**src/hw/rtl/bds_fifo.sv**
```systemverilog
`timescale 1ns / 1ps
// ----------------------------------------------------------------------------
// Operation queue
// Small register FIFO between the pixel front end and the back end.
// ----------------------------------------------------------------------------
module bds_fifo #(
    parameter int WIDTH = 38,
    parameter int DEPTH = 4
) (
    input  logic             clk,
    input  logic             rst_n,
    input  logic             push,
    input  logic [WIDTH-1:0] push_data,
    input  logic             pop,
    output logic [WIDTH-1:0] pop_data,
    output logic             full,
    output logic             empty
);

    localparam int PW = (DEPTH > 1) ? $clog2(DEPTH) : 1;
    localparam int CW = $clog2(DEPTH + 1);

    logic [WIDTH-1:0] entry_reg [DEPTH];
    logic [PW-1:0]    wr_ptr_reg, wr_ptr_next;
    logic [PW-1:0]    rd_ptr_reg, rd_ptr_next;
    logic [CW-1:0]    count_reg, count_next;

    assign full     = (count_reg == CW'(DEPTH));
    assign empty    = (count_reg == '0);
    assign pop_data = entry_reg[rd_ptr_reg];

    always_comb
    begin
        wr_ptr_next = wr_ptr_reg;
        rd_ptr_next = rd_ptr_reg;
        count_next  = count_reg;
        if (push)
        begin
            wr_ptr_next = (wr_ptr_reg == PW'(DEPTH - 1)) ? '0 : wr_ptr_reg + 1'b1;
        end
        if (pop)
        begin
            rd_ptr_next = (rd_ptr_reg == PW'(DEPTH - 1)) ? '0 : rd_ptr_reg + 1'b1;
        end
        if (push && !pop)
        begin
            count_next = count_reg + 1'b1;
        end
        else if (pop && !push)
        begin
            count_next = count_reg - 1'b1;
        end
    end

    always_ff @(posedge clk or negedge rst_n)
    begin
        if (!rst_n)
        begin
            wr_ptr_reg <= '0;
            rd_ptr_reg <= '0;
            count_reg  <= '0;
        end
        else
        begin
            wr_ptr_reg <= wr_ptr_next;
            rd_ptr_reg <= rd_ptr_next;
            count_reg  <= count_next;
        end
    end

    always_ff @(posedge clk)
    begin
        if (push)
        begin
            entry_reg[wr_ptr_reg] <= push_data;
        end
    end

    a_count_bound: assert property (@(posedge clk) disable iff (!rst_n)
        count_reg <= CW'(DEPTH))
        else $error("queue count exceeds depth");

    a_no_push_full: assert property (@(posedge clk) disable iff (!rst_n)
        push |-> !full)
        else $error("push into a full queue");

    a_no_pop_empty: assert property (@(posedge clk) disable iff (!rst_n)
        pop |-> !empty)
        else $error("pop from an empty queue");

endmodule

```
**config.mk**
```make
export PLATFORM = sky130hd
export DESIGN_NAME = bds_fifo
export DESIGN_NICKNAME = d
export VERILOG_FILES = /design/src/hw/rtl/bds_fifo.sv
export SDC_FILE = /design/constraint.sdc
export NUM_CORES = 1
export LEC_CHECK = 0
export BUFFER_PORTS_ARGS = -buffer_cell sky130_fd_sc_hd__buf_4
export CORE_MARGIN = 4
export CORE_UTILIZATION = 60
export CTS_CLUSTER_DIAMETER = 60
export DETAILED_ROUTE_END_ITERATION = 8
export HOLD_SLACK_MARGIN = 0.1
export PLACE_DENSITY_LB_ADDON = 0.05
export SETUP_SLACK_MARGIN = 0.05
export SYNTH_ARGS = -nofsm -noshare
export SYNTH_HDL_FRONTEND = slang
export SYNTH_SLANG_ARGS = --single-unit
```
**constraint.sdc**
```tcl
create_clock -name clk -period 3.3 [get_ports clk]
set_input_delay 0.165 -clock clk [delete_from_list [all_inputs] [get_ports clk]]
set_output_delay 0.165 -clock clk [all_outputs]
set_load 0.01 [all_outputs]
```
* Word-level counts from Yosys, hierarchy flattened *
Memories as Yosys holds them, arrays and structs flattened.
Cells that the tools add are included.
Widths: inputs -> output; s select.

operators by class
  equality and inequality tests = 3
  reductions and logical operators = 6
  mux-type cells = 6
  add/subtract/negate cells = 4

operators by type and width
  kind                 number
  $mux 3               2
  $add 2x1->2 const B  2
  $eq 2x2->1 const B   2
  $mux 2               2
  $add 3x1->3 const B  1
  $eq 3x3->1 const B   1
  $logic_not 3->1      1
  $sub 3x1->3 const B  1
  $logic_and 1x1->1    2
  $logic_not 1->1      2
  $mux 1               2
  $reduce_bool 2->1    1

storage, ports and cells
  logic and storage cells = 23
  memories = 1
  input bits = 42
  memory bits (writable) = 152
  flip-flop bits (word level) = 7

memories
  name       depth  width  read ports  clocked after memory_dff  wr ports  line  RTL
  entry_reg  4      38     1           0                         1         23    logic [WIDTH-1:0] entry_reg [DEPTH];

* Depth between registers and ports, before layout *
  word-level depth = 4
  gate-level depth with buffers = 7
  gate-level depth less buffers = 7

* Least setup slack after synthesis *
OpenSTA, ideal clock, no wires.

  kind = register to register
  start = reg wr_ptr_reg[0]
  end = mem entry_reg[0][0], enable pin
  cell stages (with the launch flop) = 4
  path slack = 1.354 ns
  arrival = 1.547 ns
  buffers on the path = 0
  cells stage by stage = dfrtp_1 inv_1 ha_1 and2_1

RTL lines
  what                    line  RTL
  start, declared         24    logic [PW-1:0] wr_ptr_reg, wr_ptr_next;
  start signal, assigned  65    wr_ptr_reg <= wr_ptr_next;
  end, declared           23

Straight into the memory's write port.

* Worst setup path in the final report *
  start = reg rd_ptr_reg[0]
  end = out pop_data[24]

between the ends
  longest elaborated chain between the ends = 1

ends and longest elaborated chain
  what                    line  RTL
  start, declared         25    logic [PW-1:0] rd_ptr_reg, rd_ptr_next;
  start signal, assigned  66    rd_ptr_reg <= rd_ptr_next;
  $mem_v2 4x38            --
  end, declared           15    output logic [WIDTH-1:0] pop_data,

No other way between the ends.

==> impl_metrics.toml <==
[outcome]
status = "complete, no violations"

[die]
die_area_um2 = 11570
core_um2 = 9729
ios = 82
fp-row-count = 36
start_util = 0.6111
die_w_um = 107.5
fp.dieH_um = 107.5

[cells_and_area]
layout_common_cells = "edfxtp_1 (152), buf_4 (86), dlygate4sd3_1 (42), mux4_2 (38), clkbuf_16 (16)"
area_growth_pct = 28.62
final_nets = 423
drive_gt1_frac = 0.4067
diodes = 0
largest_reg_flops = 152
final_common_cell = "edfxtp_1"
utilization = 0.7860

[timing]
rsz0062_at_grt = "false"
setup_viol = 0
tns_ns = 0
slew_viol_final = 0
whs_ns = 0.3872
finClkSkew_ns = 0.007353
finalHoldViolCount = 0
worstMarginPinSlew_ns = 1.042
fin_crit_ns = 2.424
timing.final.crit_share = 0.7346
relSlewSlack = 0.3053
fmax_mhz = 412.5

[global_route]
grt_pass1_vias = 3058
grt_max_degree = 42
antenna_found_initial = 0
overflow = 0
grt_use_total = 0.2004
grt_pass1_wl_mm = 16.62

[synthesis]
avgSynthCellArea_um2 = 25.19
synth_seq_area_share = 0.7971
syn_inst = 236
syn_area_um2 = 5946
synth_cell_types = 19
synth.net_count = 285
yosys_warnings = 0
ys_ff_latch = 159

[critical_path]
worstPathMaxFanout = 41
worstPathArrival_ns = 2.26
cp.required_ns = 3.13
crit_type = "reg2out"
critPathCaptureType = "output pin"
cp-start-kind = "register"

[route]
drtPass1Iterations = 5
totalWireLength_mm = 10.33
wl_per_cell_um = 19.90
ant_nets = 0
vias = 2827
route.detailed.drc = 0
drt-initial-drc-count = 129
vias_per_cell = 5.447

[cts]
holdBufCountCts = 42
cts_htree_levels = 4
cts_resized = 0
numCtsBuffers = 17
post_cts_buffers = 0
clk_latency_ns = 0.51
clkSlewWorstSetupHoldPaths_ns = 0.06
cts_buffer_depth = 2
clockRootBuffer = "clkbuf_8"
cts.sinks = 159
cts_tree = "done"

[flow_run]
maxCapViolations = 0

[pwr]
power_density_nw_per_um2 = 850.5
ir_worst_vdd_uv = 521.0
leakage_uw = 0.002711

[placed_design]
gp_congestion = 0.6606
io_buffers = 81
place_hpwl_mm = 5.635

[min_path]
min_path_type = "in2reg"
-- cell type report --
cell class | instances | area [um^2]
Clock buffer | 23 | 436.7
Clock inverter | 8 | 138.9
Inverter | 4 | 15.01
Fill cell | 530 | 2082
Tap cell | 133 | 166.4
Timing Repair Buffer | 128 | 1066
Sequential cell | 159 | 4742
Multi-Input combinational cell | 64 | 1082
-- metal layers --
metal / part of all wire / GRT usage / vias up
met5: 0 / 0 / -
met2: 0.54 / 0.3401 / 64
met3: 0.039 / 0.05699 / 10
li1: - / - / 1270
met1: 0.41 / 0.2543 / 1483
met4: 0.011 / 0.05951 / 0
-- final timing paths --
check	endpoint	start	cells after the start	slack [ns]
max in group asynchronous	rd_ptr_reg[1]	rst_n	3	2.37
worst min register to register	count_reg[2]	count_reg[2]	1	0.50
worst max register to register	entry_reg[1][16]	wr_ptr_reg[1]	4	1.38
min in group asynchronous	count_reg[2]	rst_n	3	0.63
worst max-delay path	pop_data[24]	rd_ptr_reg[0]	3	0.88
worst min-delay path	entry_reg[3][4]	push_data[4]	2	0.39
-- logic make-up (layout without fill, tap and decap cells) --
| kind of cell | after synthesis | count (layout) | share of synthesized area |
|---|---|---|---|
| DFF | 159 | 159 | 0.7971 |
| muxes | 41 | 41 | 0.1496 |
| buffers and inverters | 13 | 163 | 0.02167 |
| and+or+nand+nor | 11 | 11 | 0.009469 |
| adders and majority gates | 7 | 7 | 0.01599 |
| xor gates and xnor gates | 3 | 3 | 0.004420 |
| AOI/OAI and AO/OA | 2 | 2 | 0.001684 |
-- Yosys cell counts (all sizes together) --
cell type / instances / area share
nor2: 3 / 0.0019
xnor2: 1 / 0.0015
buf: 9 / 0.019
nand2: 2 / 0.0013
xor2: 2 / 0.0029
edfxtp: 152 / 0.77
o21ai: 2 / 0.0017
mux2: 3 / 0.0057
nor3: 1 / 0.00084
nor3b: 1 / 0.0013
mux4: 38 / 0.14
ha: 6 / 0.013
dfrtp: 7 / 0.029
inv: 4 / 0.0025
and2: 4 / 0.0042
fa: 1 / 0.0034
-- critical path, stage by stage (launching register included) --
cell and delay (ns):
dfrtp_2 0.34, buf_4 0.63, mux4_2 0.61, buf_4 0.16
-- where the power goes --
group / switching (uW) / internal (uW) / leakage, uW
logic: 810 / 985 / 0.000953
registers: 202 / 2600 / 0.00148
clock network: 691 / 1220 / 0.000281
-- stage by stage --
step / cell area (um^2) / instances / total power, uW / setup WS (ns)
after floorplan: 5946 / 236 / 3958 / 1.354
after global placement: 6651 / 446 / 4594 / 1.335
after detailed placement: 6651 / 446 / 4626 / 1.338
after CTS: 7647 / 519 / 6586 / 0.7861
after global routing: 7647 / 519 / 6834 / 0.6849
final: 7647 / 519 / 6504 / 0.8759
Power figures use the tool's default switching activity.
